### config.mk
export PLATFORM = sky130hd
export DESIGN_NAME = cursor_dirty_tile_marker
export DESIGN_NICKNAME = d
export VERILOG_FILES = /design/src/design/cdtm_pkg.sv /design/src/design/cdtm_div.sv /design/src/design/cdtm_dp.sv /design/src/design/cdtm_ctrl.sv /design/src/design/cursor_dirty_tile_marker.sv
export SDC_FILE = /design/constraint.sdc
export NUM_CORES = 1
export LEC_CHECK = 0
export BUFFER_PORTS_ARGS = -buffer_cell sky130_fd_sc_hd__buf_2
export CAP_MARGIN = 20
export CORE_UTILIZATION = 60
export CTS_BUF_LIST = sky130_fd_sc_hd__clkbuf_16
export DETAILED_ROUTE_END_ITERATION = 8
export PLACE_DENSITY = 0.79
export SLEW_MARGIN = 25
export SYNTH_ARGS = -nofsm -noshare
export SYNTH_HDL_FRONTEND = slang
export SYNTH_HIERARCHICAL = 1
export SYNTH_SLANG_ARGS = --single-unit
### constraint.sdc
create_clock -name clk_i -period 9.78 [get_ports clk_i]
set_input_delay 0 -clock clk_i [delete_from_list [all_inputs] [get_ports clk_i]]
set_output_delay 0 -clock clk_i [all_outputs]
set_load 0.05 [all_outputs]
### src/design/cdtm_pkg.sv
// shared types and constants for the cursor dirty tile marker
// no dependencies; imported by every module of the block
package cdtm_pkg;

  // field widths
  localparam int CoordBits = 16;
  localparam int TileIdxW  = 16;
  localparam int PtrW      = 7;
  localparam int TsW       = 8;
  localparam int PageW     = 13;
  localparam int TprW      = 9;
  localparam int CfgIdxW   = 3;
  localparam int CfgDataW  = 13;
  localparam int PixW      = CoordBits + 1;

  // result limit per item
  localparam int MaxResults = 50;
  localparam int CntW       = 6;

  // clamps
  localparam logic [TsW-1:0]  MinTile = TsW'(16);
  localparam logic [PtrW-1:0] MaxPtr  = PtrW'(64);

  // register indexes
  localparam logic [CfgIdxW-1:0] CFG_POINTER_WIDTH  = 3'd0;
  localparam logic [CfgIdxW-1:0] CFG_POINTER_HEIGHT = 3'd1;
  localparam logic [CfgIdxW-1:0] CFG_TILE_SIZE      = 3'd2;
  localparam logic [CfgIdxW-1:0] CFG_PAGE_WIDTH     = 3'd3;
  localparam logic [CfgIdxW-1:0] CFG_PAGE_HEIGHT    = 3'd4;
  localparam logic [CfgIdxW-1:0] CFG_TILES_PER_ROW  = 3'd5;
  localparam logic [CfgIdxW-1:0] CFG_HARD_CURSOR    = 3'd6;

  // register reset values
  localparam logic [PtrW-1:0]  RstPointerWidth  = PtrW'(16);
  localparam logic [PtrW-1:0]  RstPointerHeight = PtrW'(16);
  localparam logic [TsW-1:0]   RstTileSize      = TsW'(32);
  localparam logic [PageW-1:0] RstPageWidth     = PageW'(1024);
  localparam logic [PageW-1:0] RstPageHeight    = PageW'(768);
  localparam logic [TprW-1:0]  RstTilesPerRow   = TprW'(32);

  // controller to datapath
  typedef struct packed {
    logic load_in;
    logic start_rect;
    logic rect_new;
    logic init;
    logic next_row;
    logic push;
    logic flush;
  } cmd_t;

  // datapath to controller
  typedef struct packed {
    logic changed;
    logic hard_cursor;
    logic div_done;
    logic row_ok;
    logic col_ok;
    logic rect_new;
    logic pend_v;
    logic out_free;
    logic cnt_last;
  } sts_t;

endpackage

### src/design/cdtm_div.sv
// two-lane restoring divider, one quotient bit per cycle in each lane
// depends on cdtm_pkg
module cdtm_div (
  input  logic                          clk_i,
  input  logic                          rst_ni,
  input  logic                          start_i,
  input  logic [cdtm_pkg::CoordBits-1:0] dvd_x_i,
  input  logic [cdtm_pkg::CoordBits-1:0] dvd_y_i,
  input  logic [cdtm_pkg::TsW-1:0]       dvs_i,
  output logic                          done_o,
  output logic [cdtm_pkg::CoordBits-1:0] quo_x_o,
  output logic [cdtm_pkg::CoordBits-1:0] quo_y_o,
  output logic [cdtm_pkg::TsW-1:0]       rem_x_o,
  output logic [cdtm_pkg::TsW-1:0]       rem_y_o
);
  import cdtm_pkg::*;

  localparam int StepW = $clog2(CoordBits);

  logic                 busy_q, done_q;
  logic [StepW-1:0]     step_q;
  logic [CoordBits-1:0] dvd_x_q, dvd_y_q;
  logic [TsW-1:0]       rem_x_q, rem_y_q, dvs_q;
  logic [TsW:0]         trial_x, trial_y, diff_x, diff_y;
  logic                 ge_x, ge_y;

  assign trial_x = {rem_x_q, dvd_x_q[CoordBits-1]};
  assign trial_y = {rem_y_q, dvd_y_q[CoordBits-1]};
  assign ge_x    = trial_x >= {1'b0, dvs_q};
  assign ge_y    = trial_y >= {1'b0, dvs_q};
  assign diff_x  = trial_x - {1'b0, dvs_q};
  assign diff_y  = trial_y - {1'b0, dvs_q};

  always_ff @(posedge clk_i or negedge rst_ni) begin
    if (!rst_ni) begin
      busy_q <= 1'b0;
      done_q <= 1'b0;
      step_q <= '0;
    end else begin
      done_q <= 1'b0;
      if (start_i) begin
        busy_q <= 1'b1;
        step_q <= '0;
      end else if (busy_q) begin
        step_q <= step_q + StepW'(1);
        if (step_q == StepW'(CoordBits - 1)) begin
          busy_q <= 1'b0;
          done_q <= 1'b1;
        end
      end
    end
  end

  always_ff @(posedge clk_i) begin
    if (start_i) begin
      dvd_x_q <= dvd_x_i;
      dvd_y_q <= dvd_y_i;
      rem_x_q <= '0;
      rem_y_q <= '0;
      dvs_q   <= dvs_i;
    end else if (busy_q) begin
      dvd_x_q <= {dvd_x_q[CoordBits-2:0], ge_x};
      dvd_y_q <= {dvd_y_q[CoordBits-2:0], ge_y};
      rem_x_q <= ge_x ? diff_x[TsW-1:0] : trial_x[TsW-1:0];
      rem_y_q <= ge_y ? diff_y[TsW-1:0] : trial_y[TsW-1:0];
    end
  end

  assign done_o  = done_q;
  assign quo_x_o = dvd_x_q;
  assign quo_y_o = dvd_y_q;
  assign rem_x_o = rem_x_q;
  assign rem_y_o = rem_y_q;

endmodule

### src/design/cdtm_dp.sv
// datapath: config registers, pointer positions, tile walk, pending and output registers
// depends on cdtm_pkg and cdtm_div
module cdtm_dp (
  input  logic                          clk_i,
  input  logic                          rst_ni,
  input  logic                          cfg_valid_i,
  input  logic [cdtm_pkg::CfgIdxW-1:0]   cfg_index_i,
  input  logic [cdtm_pkg::CfgDataW-1:0]  cfg_data_i,
  input  logic [cdtm_pkg::CoordBits-1:0] mouse_x_i,
  input  logic [cdtm_pkg::CoordBits-1:0] mouse_y_i,
  input  cdtm_pkg::cmd_t                 cmd_i,
  output cdtm_pkg::sts_t                 sts_o,
  input  logic                          out_ready_i,
  output logic                          out_valid_o,
  output logic [cdtm_pkg::TileIdxW-1:0]  tile_index_o,
  output logic                          tile_valid_o,
  output logic                          last_o
);
  import cdtm_pkg::*;

  localparam int ProdW = CoordBits + TprW;

  // configuration
  logic [PtrW-1:0]  ptr_w_q, ptr_h_q;
  logic [TsW-1:0]   tile_size_q;
  logic [PageW-1:0] page_w_q, page_h_q;
  logic [TprW-1:0]  tpr_q;
  logic             hard_q;

  // positions and walk state
  logic [CoordBits-1:0] old_x_q, old_y_q, new_x_q, new_y_q;
  logic                 rect_q;
  logic [PixW-1:0]      py_q, px_q, px0_q;
  logic [TileIdxW-1:0]  col_q, col0_q, row_base_q;
  logic [TileIdxW-1:0]  pend_idx_q;
  logic                 pend_v_q;
  logic [CntW-1:0]      cnt_q;

  // output register
  logic                 out_valid_q, tile_valid_q, last_q;
  logic [TileIdxW-1:0]  tile_index_q;

  logic [TsW-1:0]       ts_eff;
  logic [PtrW-1:0]      w_eff, h_eff;
  logic [CoordBits-1:0] cur_x, cur_y, div_x, div_y;
  logic [PixW-1:0]      x_end, y_end;
  logic                 div_done;
  logic [CoordBits-1:0] quo_x, quo_y;
  logic [TsW-1:0]       rem_x, rem_y;
  logic [ProdW-1:0]     prod;
  logic                 out_free;

  always_ff @(posedge clk_i or negedge rst_ni) begin
    if (!rst_ni) begin
      ptr_w_q     <= RstPointerWidth;
      ptr_h_q     <= RstPointerHeight;
      tile_size_q <= RstTileSize;
      page_w_q    <= RstPageWidth;
      page_h_q    <= RstPageHeight;
      tpr_q       <= RstTilesPerRow;
      hard_q      <= 1'b0;
    end else if (cfg_valid_i) begin
      case (cfg_index_i)
        CFG_POINTER_WIDTH:  ptr_w_q     <= cfg_data_i[PtrW-1:0];
        CFG_POINTER_HEIGHT: ptr_h_q     <= cfg_data_i[PtrW-1:0];
        CFG_TILE_SIZE:      tile_size_q <= cfg_data_i[TsW-1:0];
        CFG_PAGE_WIDTH:     page_w_q    <= cfg_data_i[PageW-1:0];
        CFG_PAGE_HEIGHT:    page_h_q    <= cfg_data_i[PageW-1:0];
        CFG_TILES_PER_ROW:  tpr_q       <= cfg_data_i[TprW-1:0];
        CFG_HARD_CURSOR:    hard_q      <= cfg_data_i[0];
        default: ;
      endcase
    end
  end

  assign ts_eff = (tile_size_q < MinTile) ? MinTile : tile_size_q;
  assign w_eff  = (ptr_w_q > MaxPtr) ? MaxPtr : ptr_w_q;
  assign h_eff  = (ptr_h_q > MaxPtr) ? MaxPtr : ptr_h_q;

  assign cur_x = rect_q ? new_x_q : old_x_q;
  assign cur_y = rect_q ? new_y_q : old_y_q;
  assign div_x = cmd_i.rect_new ? new_x_q : old_x_q;
  assign div_y = cmd_i.rect_new ? new_y_q : old_y_q;

  assign x_end = {1'b0, cur_x} + PixW'(w_eff);
  assign y_end = {1'b0, cur_y} + PixW'(h_eff);

  cdtm_div u_div (
    .clk_i   (clk_i),
    .rst_ni  (rst_ni),
    .start_i (cmd_i.start_rect),
    .dvd_x_i (div_x),
    .dvd_y_i (div_y),
    .dvs_i   (ts_eff),
    .done_o  (div_done),
    .quo_x_o (quo_x),
    .quo_y_o (quo_y),
    .rem_x_o (rem_x),
    .rem_y_o (rem_y)
  );

  assign prod = quo_y * tpr_q;

  // control state of the walk
  always_ff @(posedge clk_i or negedge rst_ni) begin
    if (!rst_ni) begin
      old_x_q  <= '0;
      old_y_q  <= '0;
      rect_q   <= 1'b0;
      pend_v_q <= 1'b0;
      cnt_q    <= '0;
    end else begin
      if (cmd_i.start_rect) rect_q <= cmd_i.rect_new;
      if (cmd_i.load_in) cnt_q <= '0;
      if (cmd_i.push) begin
        pend_v_q <= 1'b1;
        cnt_q    <= cnt_q + CntW'(1);
      end
      if (cmd_i.flush) begin
        pend_v_q <= 1'b0;
        old_x_q  <= new_x_q;
        old_y_q  <= new_y_q;
      end
    end
  end

  // walk payload
  always_ff @(posedge clk_i) begin
    if (cmd_i.load_in) begin
      new_x_q <= mouse_x_i;
      new_y_q <= mouse_y_i;
    end
    if (cmd_i.init) begin
      py_q       <= {1'b0, cur_y - CoordBits'(rem_y)};
      px_q       <= {1'b0, cur_x - CoordBits'(rem_x)};
      px0_q      <= {1'b0, cur_x - CoordBits'(rem_x)};
      col_q      <= quo_x;
      col0_q     <= quo_x;
      row_base_q <= prod[TileIdxW-1:0];
    end
    if (cmd_i.next_row) begin
      py_q       <= py_q + PixW'(ts_eff);
      px_q       <= px0_q;
      col_q      <= col0_q;
      row_base_q <= row_base_q + TileIdxW'(tpr_q);
    end
    if (cmd_i.push) begin
      px_q       <= px_q + PixW'(ts_eff);
      col_q      <= col_q + TileIdxW'(1);
      pend_idx_q <= row_base_q + col_q;
    end
  end

  assign out_free = !out_valid_q || out_ready_i;

  always_ff @(posedge clk_i or negedge rst_ni) begin
    if (!rst_ni) begin
      out_valid_q <= 1'b0;
    end else begin
      if (out_valid_q && out_ready_i) out_valid_q <= 1'b0;
      if ((cmd_i.push && pend_v_q) || cmd_i.flush) out_valid_q <= 1'b1;
    end
  end

  always_ff @(posedge clk_i) begin
    if (cmd_i.push && pend_v_q) begin
      tile_index_q <= pend_idx_q;
      tile_valid_q <= 1'b1;
      last_q       <= 1'b0;
    end
    if (cmd_i.flush) begin
      tile_index_q <= pend_v_q ? pend_idx_q : '0;
      tile_valid_q <= pend_v_q;
      last_q       <= 1'b1;
    end
  end

  assign sts_o.changed     = (mouse_x_i != old_x_q) || (mouse_y_i != old_y_q);
  assign sts_o.hard_cursor = hard_q;
  assign sts_o.div_done    = div_done;
  assign sts_o.row_ok      = (py_q < y_end) && (py_q < PixW'(page_h_q));
  assign sts_o.col_ok      = (px_q < x_end) && (px_q < PixW'(page_w_q));
  assign sts_o.rect_new    = rect_q;
  assign sts_o.pend_v      = pend_v_q;
  assign sts_o.out_free    = out_free;
  assign sts_o.cnt_last    = cnt_q == CntW'(MaxResults - 1);

  assign out_valid_o  = out_valid_q;
  assign tile_index_o = tile_index_q;
  assign tile_valid_o = tile_valid_q;
  assign last_o       = last_q;

endmodule

### src/design/cdtm_ctrl.sv
// controller: sequences division, tile walk over both rectangles and the final flush
// depends on cdtm_pkg
module cdtm_ctrl (
  input  logic           clk_i,
  input  logic           rst_ni,
  input  logic           in_valid_i,
  output logic           in_ready_o,
  input  cdtm_pkg::sts_t sts_i,
  output cdtm_pkg::cmd_t cmd_o
);
  import cdtm_pkg::*;

  localparam logic [2:0] ST_IDLE  = 3'd0;
  localparam logic [2:0] ST_DIV   = 3'd1;
  localparam logic [2:0] ST_INIT  = 3'd2;
  localparam logic [2:0] ST_WALK  = 3'd3;
  localparam logic [2:0] ST_FLUSH = 3'd4;

  logic [2:0] state_q, state_d;

  always_ff @(posedge clk_i or negedge rst_ni) begin
    if (!rst_ni) state_q <= ST_IDLE;
    else         state_q <= state_d;
  end

  always_comb begin
    state_d    = state_q;
    cmd_o      = '0;
    in_ready_o = 1'b0;
    case (state_q)
      ST_IDLE: begin
        in_ready_o = 1'b1;
        if (in_valid_i) begin
          cmd_o.load_in = 1'b1;
          if (sts_i.changed && !sts_i.hard_cursor) begin
            cmd_o.start_rect = 1'b1;
            cmd_o.rect_new   = 1'b0;
            state_d          = ST_DIV;
          end else begin
            state_d = ST_FLUSH;
          end
        end
      end
      ST_DIV: begin
        if (sts_i.div_done) state_d = ST_INIT;
      end
      ST_INIT: begin
        cmd_o.init = 1'b1;
        state_d    = ST_WALK;
      end
      ST_WALK: begin
        if (!sts_i.row_ok) begin
          if (!sts_i.rect_new) begin
            cmd_o.start_rect = 1'b1;
            cmd_o.rect_new   = 1'b1;
            state_d          = ST_DIV;
          end else begin
            state_d = ST_FLUSH;
          end
        end else if (!sts_i.col_ok) begin
          cmd_o.next_row = 1'b1;
        end else if (!sts_i.pend_v || sts_i.out_free) begin
          cmd_o.push = 1'b1;
          if (sts_i.cnt_last) state_d = ST_FLUSH;
        end
      end
      ST_FLUSH: begin
        if (sts_i.out_free) begin
          cmd_o.flush = 1'b1;
          state_d     = ST_IDLE;
        end
      end
      default: state_d = ST_IDLE;
    endcase
  end

endmodule

### src/design/cursor_dirty_tile_marker.sv
// an unchanged position or a hard cursor gives its single result from the flush that follows accept
// otherwise each rectangle, old then new, is divided, set up and walked tile by tile and row by row
// until it closes; a flush ends the item
// throughput: one item at a time; 16-step divider, then one tile per cycle unless output stalls
// reset: registers take their defaults, the stored pointer position clears to zero
// depends on cdtm_pkg, cdtm_ctrl, cdtm_dp and cdtm_div
module cursor_dirty_tile_marker (
  input  logic                          clk_i,
  input  logic                          rst_ni,
  // input items: pointer position
  input  logic                          in_valid_i,
  output logic                          in_ready_o,
  input  logic [cdtm_pkg::CoordBits-1:0] mouse_x_i,
  input  logic [cdtm_pkg::CoordBits-1:0] mouse_y_i,
  // result items: dirty tiles
  output logic                          out_valid_o,
  input  logic                          out_ready_i,
  output logic [cdtm_pkg::TileIdxW-1:0]  tile_index_o,
  output logic                          tile_valid_o,
  output logic                          last_o,
  // configuration writes
  input  logic                          cfg_valid_i,
  output logic                          cfg_ready_o,
  input  logic [cdtm_pkg::CfgIdxW-1:0]   cfg_index_i,
  input  logic [cdtm_pkg::CfgDataW-1:0]  cfg_data_i
);
  import cdtm_pkg::*;

  cmd_t cmd;
  sts_t sts;

  // register writes never stall
  assign cfg_ready_o = 1'b1;

  // sequencer: idle, divide, set up the walk, walk tiles, flush the last item
  cdtm_ctrl u_ctrl (
    .clk_i      (clk_i),
    .rst_ni     (rst_ni),
    .in_valid_i (in_valid_i),
    .in_ready_o (in_ready_o),
    .sts_i      (sts),
    .cmd_o      (cmd)
  );

  // datapath: a tile is held in a pending register so the final one can carry last
  cdtm_dp u_dp (
    .clk_i        (clk_i),
    .rst_ni       (rst_ni),
    .cfg_valid_i  (cfg_valid_i),
    .cfg_index_i  (cfg_index_i),
    .cfg_data_i   (cfg_data_i),
    .mouse_x_i    (mouse_x_i),
    .mouse_y_i    (mouse_y_i),
    .cmd_i        (cmd),
    .sts_o        (sts),
    .out_ready_i  (out_ready_i),
    .out_valid_o  (out_valid_o),
    .tile_index_o (tile_index_o),
    .tile_valid_o (tile_valid_o),
    .last_o       (last_o)
  );

`ifndef SYNTHESIS
  // an empty result is always the final one of its item
  a_empty_is_last: assert property (@(posedge clk_i) disable iff (!rst_ni)
    (out_valid_o && !tile_valid_o) |-> last_o)
    else $error("empty result without last");

  // nothing is held back once the block is idle
  a_idle_no_pending: assert property (@(posedge clk_i) disable iff (!rst_ni)
    in_ready_o |-> !sts.pend_v)
    else $error("pending tile left while idle");

  // an accepted item leaves the block busy in the cycle after it is taken
  a_busy_after_accept: assert property (@(posedge clk_i) disable iff (!rst_ni)
    (in_valid_i && in_ready_o) |=> !in_ready_o)
    else $error("item accepted back to back");

  // a held tile only moves on when the output register can take it
  a_push_has_room: assert property (@(posedge clk_i) disable iff (!rst_ni)
    cmd.push |-> (!sts.pend_v || sts.out_free))
    else $error("tile pushed into a full output register");
`endif

endmodule
==> results.json, run 1 <==
{
  "ios": 74,
  "synth_top_family_by_area": "adder cells",
  "ctsHtreeMaxLevel": 2,
  "muxShareOfSynthArea_pct": 10.4,
  "yosysUniqueCellTypes": 84,
  "synth_compound_area_share_pct": 10.3,
  "post_cts.repair.setup_buffers": 0,
  "grt_usage_pct": 30.8,
  "clkTransAtPathRegs_ns": 0.06,
  "syn-instance-count": 2183,
  "crit_slowest_cell": "dfrtp_4",
  "ys.flop_type": "edfxtp_1",
  "cts_root_buf": "clkbuf_16",
  "placed_area_um2": 24000,
  "synthAdderAreaFrac_pct": 15.8,
  "endpoint_kind": "flop",
  "cts.sinks": 328,
  "skew_ns": 0.0359,
  "grt_pass1_wl_um": 93300,
  "gp_congestion": 0.941,
  "clock_latency_ns": 0.56,
  "overflow": 0,
  "grt_pass1_vias": 17300,
  "cts_inserted_buffers": 37,
  "hold_path.class": "in2async",
  "die_w_um": 199,
  "synth_edf_count": 203,
  "outcome": "finished, final reports clean",
  "critPathBufInv": 4,
  "cts_resized": 0,
  "finalCritPeriodShare_pct": 74.2,
  "peakVddDrop_mv": 0.395,
  "power_density_nw_per_um2": 378,
  "path_delay_family": "compound AO/OA/AOI/OAI gates",
  "cp.required_ns": 10.24,
  "cts_tree": "built",
  "setup_viol": 0,
  "rsz0062_at_grt": "no",
  "yosysWarnings": 6,
  "crit_fanout": 53,
  "rows": 71,
  "hold_buffers": 78,
  "area_delta_synth_final_pct": 12.2,
  "detail_route.wl_per_cell_um": 20.5,
  "layout_min_cycle_time_ns": 7.26,
  "drv_cap": 0,
  "drc_errors": 0,
  "coreArea_um2": 37800,
  "async_flop_share_pct": 32.9,
  "synth_seq_area_share_pct": 39.5,
  "p_leak_nw": 10.8,
  "synth_xor_area_share_pct": 6.61,
  "report.final.hold_viol_count": 0,
  "vias": 17000,
  "final_core_util_pct": 68.7,
  "start_util_pct": 61.2,
  "grt_antenna_before_repair": 0,
  "fin_total_pwr_w": 0.00982,
  "drtPass1Iterations": 5,
  "portBuffers": 72,
  "synth-simple-area-share_pct": 12.7,
  "slowest_delay_ns": 0.85,
  "drive_gt1_share_pct": 14.8,
  "place_hpwl_um": 42300,
  "ant_nets": 0,
  "drt_wl_total_um": 58500,
  "arrival_ns": 7.72,
  "drtIter0Drc": 1294,
  "fillers": 2800,
  "grt_max_degree": 75,
  "worstSetupPathType": "reg2reg",
  "slew_violations": 0,
  "nets": 2609,
  "die_y_um": 199,
  "syn_nets": 2483,
  "fmax_ghz": 0.138,
  "max_slew_margin_pct": 33.9,
  "synth-seq-cells": 328,
  "setup_tns_ns": 0,
  "clock_path_buffers": 3,
  "dieArea_um2": 39400,
  "worstMarginPinSlew_ns": 0.984,
  "syn_area_per_cell_um2": 10.6,
  "synth_area_um2": 23200,
  "vias_per_cell": 5.97,
  "start_kind": "flop",
  "design_area_um2": 26000
}
==> cell type report <==
type / count / area [um^2] / area share (%)
antenna: 1 / 2.50 / 0.00962
clock buffer: 38 / 951 / 3.66
clock inverter: 30 / 274 / 1.05
timing repair buffer: 162 / 1250 / 4.80
multi-input combinational: 1585 / 13000 / 50.0
inverter: 195 / 732 / 2.81
tap: 511 / 639 / 2.46
sequential: 328 / 9150 / 35.2
==> worst register-to-register path: cells and delay by family, from the launching register on <==
| kind | cells | cell delay (ns) |
|---|---|---|
| fa+ha+maj | 3 | 0.92 |
| xor+xnor | 1 | 0.13 |
| compound gates | 11 | 2.34 |
| buf+inv | 4 | 1.33 |
| flops | 1 | 0.85 |
| mux | 1 | 0.34 |
| simple gates | 6 | 1.29 |
==> state kept, by name, summed over array words and instances, names as in the netlist, 8 cells and up <==
| name | cells |
|---|---|
| u_dp/tile_index_o | 16 |
| u_dp/px0_q | 16 |
| u_dp/new_y_q | 16 |
| u_dp/u_div/rem_x_o | 8 |
| u_dp/old_x_q | 16 |
| u_dp/col0_q | 16 |
| u_dp/u_div/quo_y_o | 16 |
| u_dp/tpr_q | 9 |
| u_dp/u_div/rem_y_o | 8 |
| u_dp/px_q | 17 |
| u_dp/col_q | 16 |
| u_dp/py_q | 17 |
| u_dp/tile_size_q | 8 |
| u_dp/u_div/quo_x_o | 16 |
| u_dp/row_base_q | 16 |
| u_dp/new_x_q | 16 |
| u_dp/u_div/dvs_q | 8 |
| u_dp/old_y_q | 16 |
| u_dp/page_w_q | 13 |
| u_dp/pend_idx_q | 16 |
| u_dp/page_h_q | 13 |
==> final timing paths <==
check / cells past startpoint / slack, ns / to / from
worst max-delay path: 26 / 2.52 / u_dp/u_div/rem_x_o[4]$_SDFFE_PP0P_ / u_dp/rect_q$_DFFE_PN0P_
worst min-delay path: 2 / 0.06 / u_dp/page_w_q[10]$_DFFE_PN1P_ / rst_ni
worst max register to register: 26 / 2.52 / u_dp/u_div/rem_x_o[4]$_SDFFE_PP0P_ / u_dp/rect_q$_DFFE_PN0P_
worst min register to register: 1 / 0.48 / u_dp/last_o$_SDFFE_PP1P_ / u_dp/last_o$_SDFFE_PP1P_
max in group asynchronous: 3 / 8.88 / u_dp/rect_q$_DFFE_PN0P_ / rst_ni
min in group clk_i: 2 / 0.19 / u_dp/new_x_q[12]$_DFFE_PP_ / mouse_x_i[12]
==> cell usage in the layout (no fill, tap or decap), types with 100 or more instances in the layout <==
cell	synthesis	final
dfrtp_1	101	100
edfxtp_1	203	203
ha_1	170	170
inv_1	194	202
mux2_2	158	158
nand2_1	164	164
nor2_1	111	109
o21ai_0	105	105
xnor2_1	140	140
==> report_power, final <==
group	internal [W]	total, W	switching (W)	leakage [nW]
clock network	0.000820	0.00140	0.000583	0.630
registers	0.00213	0.00257	0.000437	3.40
logic	0.00263	0.00585	0.00322	6.79
==> metrics by stage <==
stage | std cells | setup slack, ns | hold WS (ns)
floorplan | 2183 | 2.64 | -0.296
global placement | 2703 | 2.60 | -0.0355
detailed placement | 2703 | 2.37 | -0.0242
CTS | 2849 | 2.34 | 0.0676
global route | 2849 | 1.98 | 0.0959
finish | 2850 | 2.52 | 0.0600
==> layer usage <==
metal,part of all wire [%],vias up,global-route usage [%]
met1,43,8341,41.1
met2,47,627,51.0
li1,-,7938,-
met5,0,-,0
met4,3.0,0,11.5
met3,6.6,114,4.41
==> cells in the mapped netlist, drive strengths merged (35+ instances only) <==
cell	n	area, um^2
edfxtp	203	6100
inv	194	728
ha	170	2130
nand2	164	616
mux2	161	1820
xnor2	140	1230
nor2	112	428
o21ai	108	541
dfrtp	101	2530
fa	77	1540
and2	68	425
a21oi	67	350
mux2i	58	581
clkbuf	51	191
nor2b	51	319
nand2b	36	225
a21o	35	267
xor2	35	307
==> logic make-up after synthesis <==
group | Yosys count
other | 1
buffers and inverters | 270
AO/OA/AOI/OAI | 363
multiplexers | 219
XOR/XNOR | 175
AND/OR/NAND/NOR | 580
flip-flops | 328
adder cells (fa/ha/maj) | 247
No activity file was read; power rests on OpenSTA's default activity.
==> run 2: changes to the inputs <==
- clock period: 9.78 -> 6.8 ns (I/O delays scaled with it)
==> results.json, run 2 (same netlist as run 1, synthesis figures left out) <==
{
  "outcome": "finished, final reports clean",
  "place_hpwl_um": 43000,
  "timing.critical_path.to": "u_dp/px_q[10]$_DFFE_PP_",
  "grt_pass1_wl_um": 93300,
  "clkTransAtPathRegs_ns": 0.06,
  "layout_min_cycle_time_ns": 6.32,
  "post_cts.repair.setup_buffers": 0,
  "detail_route.wl_per_cell_um": 20.7,
  "rsz0062_at_grt": "no",
  "drc_errors": 0,
  "multi_input_area_um2": 13000,
  "slew_violations": 0,
  "hold_path.class": "in2async",
  "setup_viol": 0,
  "grt_usage_pct": 30.8,
  "seqCellArea_um2": 9150,
  "setup_tns_ns": 0,
  "grt_pass1_vias": 17300,
  "die_w_um": 199,
  "most-common-layout-cells": "203 x edfxtp_1, 199 x inv_1, 170 x ha_1",
  "fillers": 2802,
  "reg2reg_from": "u_dp/rect_q$_DFFE_PN0P_",
  "drive_gt1_share_pct": 15.5,
  "dp_slack_ns": 0.470,
  "coreArea_um2": 37800,
  "cts_tree": "built",
  "endpoint_kind": "flop",
  "ctsHtreeMaxLevel": 2,
  "vias_per_cell": 6.00,
  "final_core_util_pct": 68.7,
  "max_slew_margin_pct": 41.9,
  "reg2reg_setup_slack_ns": 0.48,
  "cts_inserted_buffers": 36,
  "worstMarginPinSlew_ns": 0.871,
  "reg2reg_depth": 23,
  "drt_wl_total_um": 58700,
  "worstSetupPathType": "reg2reg",
  "cp.required_ns": 7.22,
  "peakVddDrop_mv": 0.528,
  "drtPass1Iterations": 6,
  "ios": 74,
  "timing.rr.end": "u_dp/px_q[10]$_DFFE_PP_",
  "rows": 71,
  "gp_congestion": 0.902,
  "drtIter0Drc": 1293,
  "area_delta_synth_final_pct": 12.3,
  "n_antenna_cell": 0,
  "ant_nets": 0,
  "finalCritPeriodShare_pct": 92.9,
  "power_density_nw_per_um2": 549,
  "fmax_ghz": 0.158,
  "die_y_um": 199,
  "cts_root_buf": "clkbuf_16",
  "final_common_cell": "edfxtp_1",
  "setup_ws_ns": 0.480,
  "cp-startpoint": "u_dp/rect_q$_DFFE_PN0P_",
  "arrival_ns": 6.74,
  "overflow": 0,
  "top_regs": "u_dp/px_q: 17 flops, u_dp/py_q: 17 flops",
  "drv_cap": 0,
  "portBuffers": 72,
  "crit_fanout": 25,
  "clock_latency_ns": 0.56,
  "dieArea_um2": 39400,
  "skew_ns": 0.0361,
  "grt_max_degree": 66,
  "start_util_pct": 61.2,
  "report.final.hold_viol_count": 0,
  "grt_antenna_before_repair": 0,
  "vias": 17000,
  "start_kind": "flop",
  "cts.sinks": 328,
  "clock_path_buffers": 3,
  "p_leak_nw": 10.8,
  "nets": 2602,
  "fin_total_pwr_w": 0.0143
}
[run 2: power breakdown]
| group | leakage, nW | internal [W] | switching (W) |
|---|---|---|---|
| Sequential | 3.40 | 0.00306 | 0.000604 |
| Combinational | 6.82 | 0.00380 | 0.00471 |
| Clock | 0.630 | 0.00128 | 0.000830 |
| Total | 10.8 | 0.00815 | 0.00614 |
[run 2: worst max-delay path: stages (launching register included)]
cell and delay, ns:
dfrtp_4 0.60, mux2i_1 0.33, inv_1 0.15, ha_1 0.31, a21o_1 0.15, a21oi_1 0.21, nor2b_1 0.07, o21a_1 0.19
o41ai_2 0.50, a2111oi_0 0.18, xor2_1 0.20, ha_1 0.32, a21o_1 0.16, a21oi_1 0.15, nor2_1 0.06, a211oi_1 0.32
o311a_1 0.43, nand4b_1 0.33, nor2_4 0.52, clkinv_1 0.18, buf_4 0.29, nor2_1 0.26, a22o_1 0.18, a21o_1 0.09
[run 2: worst min-delay path by stage]
stage,start,end,slack (ns),depth (start not counted)
4_1_cts,rst_ni,u_dp/old_x_q[7]$_DFFE_PN0P_,0.04,2
3_3_place_gp,rst_ni,u_dp/page_w_q[12]$_DFFE_PN0P_,0.06,1
2_1_floorplan,rst_ni,u_ctrl/state_q[0]$_DFFE_PN0P_,-0.30,0
6_report,rst_ni,u_dp/page_w_q[12]$_DFFE_PN0P_,0.02,2
5_1_grt,rst_ni,u_dp/page_w_q[12]$_DFFE_PN0P_,0.06,2
3_5_place_dp,rst_ni,u_dp/page_w_q[12]$_DFFE_PN0P_,0.06,1
[run 2: layer usage]
layer  global-route usage (%)  vias up  wire [um]
met5                        0        -          0
met4                     9.89        0       1690
met1                     40.7     8487      25200
met3                     4.15      106       3410
met2                     52.4      535      28400
li1                         -     7907          -
[run 2: cell type report]
| class | count | share of cell area (%) |
|---|---|---|
| tap | 511 | 2.46 |
| clock buffer | 38 | 3.66 |
| clock inverter | 28 | 1.26 |
| sequential | 328 | 35.2 |
| inverter | 195 | 2.81 |
| multi-input combinational | 1585 | 50.0 |
| timing repair buffer | 156 | 4.61 |
[run 2: timing repair]
| action | CTS | global route |
|---|---|---|
| setup endpoints to repair | 0 | 21 |
| hold buffers | 59 | 0 |
| gates resized for setup | 0 | 1 |
| hold endpoints to repair | 136 | 0 |
[run 2: per-stage QoR]
stage	hold slack, ns	cells	instance area [um^2]
4_1_cts	0.0392	2840	26000
6_report	0.0172	2841	26000
3_5_place_dp	0.0619	2715	24100
3_3_place_gp	0.0571	2715	24100
2_1_floorplan	-0.296	2183	23200
5_1_grt	0.0631	2841	26000
==> run 3: changes to the inputs <==
- BUFFER_PORTS_ARGS: -buffer_cell sky130_fd_sc_hd__buf_2 -> -buffer_cell sky130_fd_sc_hd__buf_4
==> results.json, run 3 (same netlist as run 1, synthesis figures left out) <==
{
  "ant_nets": 0,
  "slew_violations": 0,
  "p_leak_nw": 10.9,
  "outcome": "finished, final reports clean",
  "placed_cells": 2713,
  "drc_errors": 0,
  "reg2reg_from": "u_dp/rect_q$_DFFE_PN0P_",
  "final_cells": 2842,
  "worstMarginPinSlew_ns": 1.03,
  "finalCritPeriodShare_pct": 92.1,
  "crit_fanout": 21,
  "reg2reg_setup_slack_ns": 0.54,
  "max_slew_margin_pct": 31.1,
  "gp_congestion": 0.936,
  "clock_latency_ns": 0.56,
  "grt_pass1_vias": 17500,
  "portBuffers": 72,
  "clkTransAtPathRegs_ns": 0.06,
  "setup_viol": 0,
  "drt_wl_total_um": 59400,
  "cts.sinks": 328,
  "design_area_um2": 26100,
  "die_w_um": 199,
  "top_regs": "u_dp/px_q: 17 flops, u_dp/py_q: 17 flops",
  "cts_tree": "built",
  "grt_usage_pct": 31.3,
  "report.final.hold_viol_count": 0,
  "cts_inserted_buffers": 37,
  "most-common-layout-cells": "203 x edfxtp_1, 198 x inv_1, 170 x ha_1",
  "endpoint_kind": "flop",
  "fmax_ghz": 0.160,
  "detail_route.wl_per_cell_um": 20.9,
  "crit_slowest_cell": "dfrtp_2",
  "ctsHtreeMaxLevel": 2,
  "rows": 71,
  "overflow": 0,
  "worstSetupPathType": "reg2reg",
  "skew_ns": 0.0281,
  "hold_path.class": "in2async",
  "cts_resized": 0,
  "grt_antenna_before_repair": 0,
  "grt_max_degree": 66,
  "rsz0062_at_grt": "no",
  "drtIter0Drc": 1256,
  "setup_tns_ns": 0,
  "drtPass1Iterations": 7,
  "reg2reg_depth": 23,
  "start_kind": "flop",
  "place_hpwl_um": 43400,
  "slowest_delay_ns": 0.67,
  "die_y_um": 199,
  "nets": 2602,
  "drive_gt1_share_pct": 15.6,
  "cts_root_buf": "clkbuf_16",
  "grt_pass1_wl_um": 94300,
  "cp.required_ns": 7.09,
  "vias_per_cell": 6.00,
  "ios": 74,
  "dieArea_um2": 39400,
  "arrival_ns": 6.55,
  "n_antenna_cell": 0,
  "coreArea_um2": 37800,
  "final_common_cell": "edfxtp_1",
  "crit_chain": "mux2i_1 -> inv_1 -> ha_1 -> a21o_1 -> a21oi_1 -> nor2b_1 -> o21a_1 -> o41ai_2 -> a2111oi_0 -> xor2_1 -> ha_1 -> a21o_1 -> a21oi_1 -> nor2_1 -> a211oi_1 -> o311a_1 -> nand4b_1 -> nor2_4 -> buf_4 -> buf_12 -> o311ai_0 -> a221oi_1 -> o21ai_0",
  "start_util_pct": 61.2,
  "placed_area_um2": 24300,
  "drv_cap": 0,
  "peakVddDrop_mv": 0.628,
  "area_delta_synth_final_pct": 12.8,
  "power_density_nw_per_um2": 548,
  "clock_path_buffers": 3,
  "timing.rr.end": "u_dp/row_base_q[14]$_DFFE_PP_",
  "layout_min_cycle_time_ns": 6.26,
  "vias": 17100
}
-- run 3: cell types whose count changed in the layout (fill, tap and decap cells not counted), moves of 2 or more --
cell,previous run,this run
inv_4,0,3
clkinvlp_4,4,2
dlygate4sd3_1,59,57
buf_2,71,0
clkinv_1,7,9
buf_4,22,94
-- run 3: critical path: cells and delay by family (launching register included) --
family,cells,cell delay (ns)
compound gates,12,2.84
simple gates,4,0.74
flops,1,0.67
fa+ha+maj,2,0.65
buf+inv,3,0.53
mux,1,0.38
xor+xnor,1,0.19
-- run 3: worst max path at each step --
stage                            startpoint                            end  slack (ns)  depth (start not counted)
detailed placement  u_dp/rect_q$_DFFE_PN0P_        u_dp/px_q[14]$_DFFE_PP_        0.43                         23
CTS                 u_dp/rect_q$_DFFE_PN0P_        u_dp/px_q[14]$_DFFE_PP_        0.42                         23
floorplan           u_dp/rect_q$_DFFE_PN0P_        u_dp/col_q[0]$_DFFE_PP_        0.22                         28
finish              u_dp/rect_q$_DFFE_PN0P_  u_dp/row_base_q[14]$_DFFE_PP_        0.54                         23
global route        u_dp/rect_q$_DFFE_PN0P_         u_dp/px_q[3]$_DFFE_PP_        0.07                         22
global placement    u_dp/rect_q$_DFFE_PN0P_         u_dp/px_q[8]$_DFFE_PP_        0.67                         23
-- run 3: layer usage --
| metal | vias up | part of all wire, % | global-route usage [%] |
|---|---|---|---|
| met1 | 8352 | 41 | 40.0 |
| li1 | 7938 | - | - |
| met2 | 631 | 48 | 52.1 |
| met3 | 138 | 6.9 | 5.34 |
| met4 | 0 | 4.0 | 13.9 |
| met5 | - | 0 | 0 |
-- run 3: final cells by class --
class | instances | area, um^2
repair buffers | 155 | 1360
multi-input cells | 1585 | 13000
fillers | 2765 | 11700
inverters | 195 | 732
flip-flops and latches | 328 | 9150
well taps | 511 | 639
clock inverters | 31 | 324
clock buffers | 37 | 926
-- run 3: stage by stage --
stage | util, % | hold slack, ns | total power (W) | setup slack [ns]
detailed placement | 64.2 | 0.0575 | 0.0121 | 0.432
global placement | 64.1 | 0.0525 | 0.0117 | 0.674
finish | 69.1 | 0.0106 | 0.0143 | 0.538
CTS | 69.0 | 0.0143 | 0.0143 | 0.417
global route | 69.1 | 0.0676 | 0.0155 | 0.0725
floorplan | - | -0.296 | 0.00992 | 0.217
-- run 3: report_power, final --
group / total [W] / switching (W) / internal (W) / leakage [nW]
clock network: 0.00207 / 0.000840 / 0.00123 / 0.626
registers: 0.00366 / 0.000597 / 0.00306 / 3.40
logic: 0.00859 / 0.00479 / 0.00380 / 6.87
-- run 3: what timing repair did --
item                                   CTS  global route
setup endpoints to repair                0            10
endpoints found under the hold margin  136             0
buffers inserted                         0             4
hold buffers                            57             0
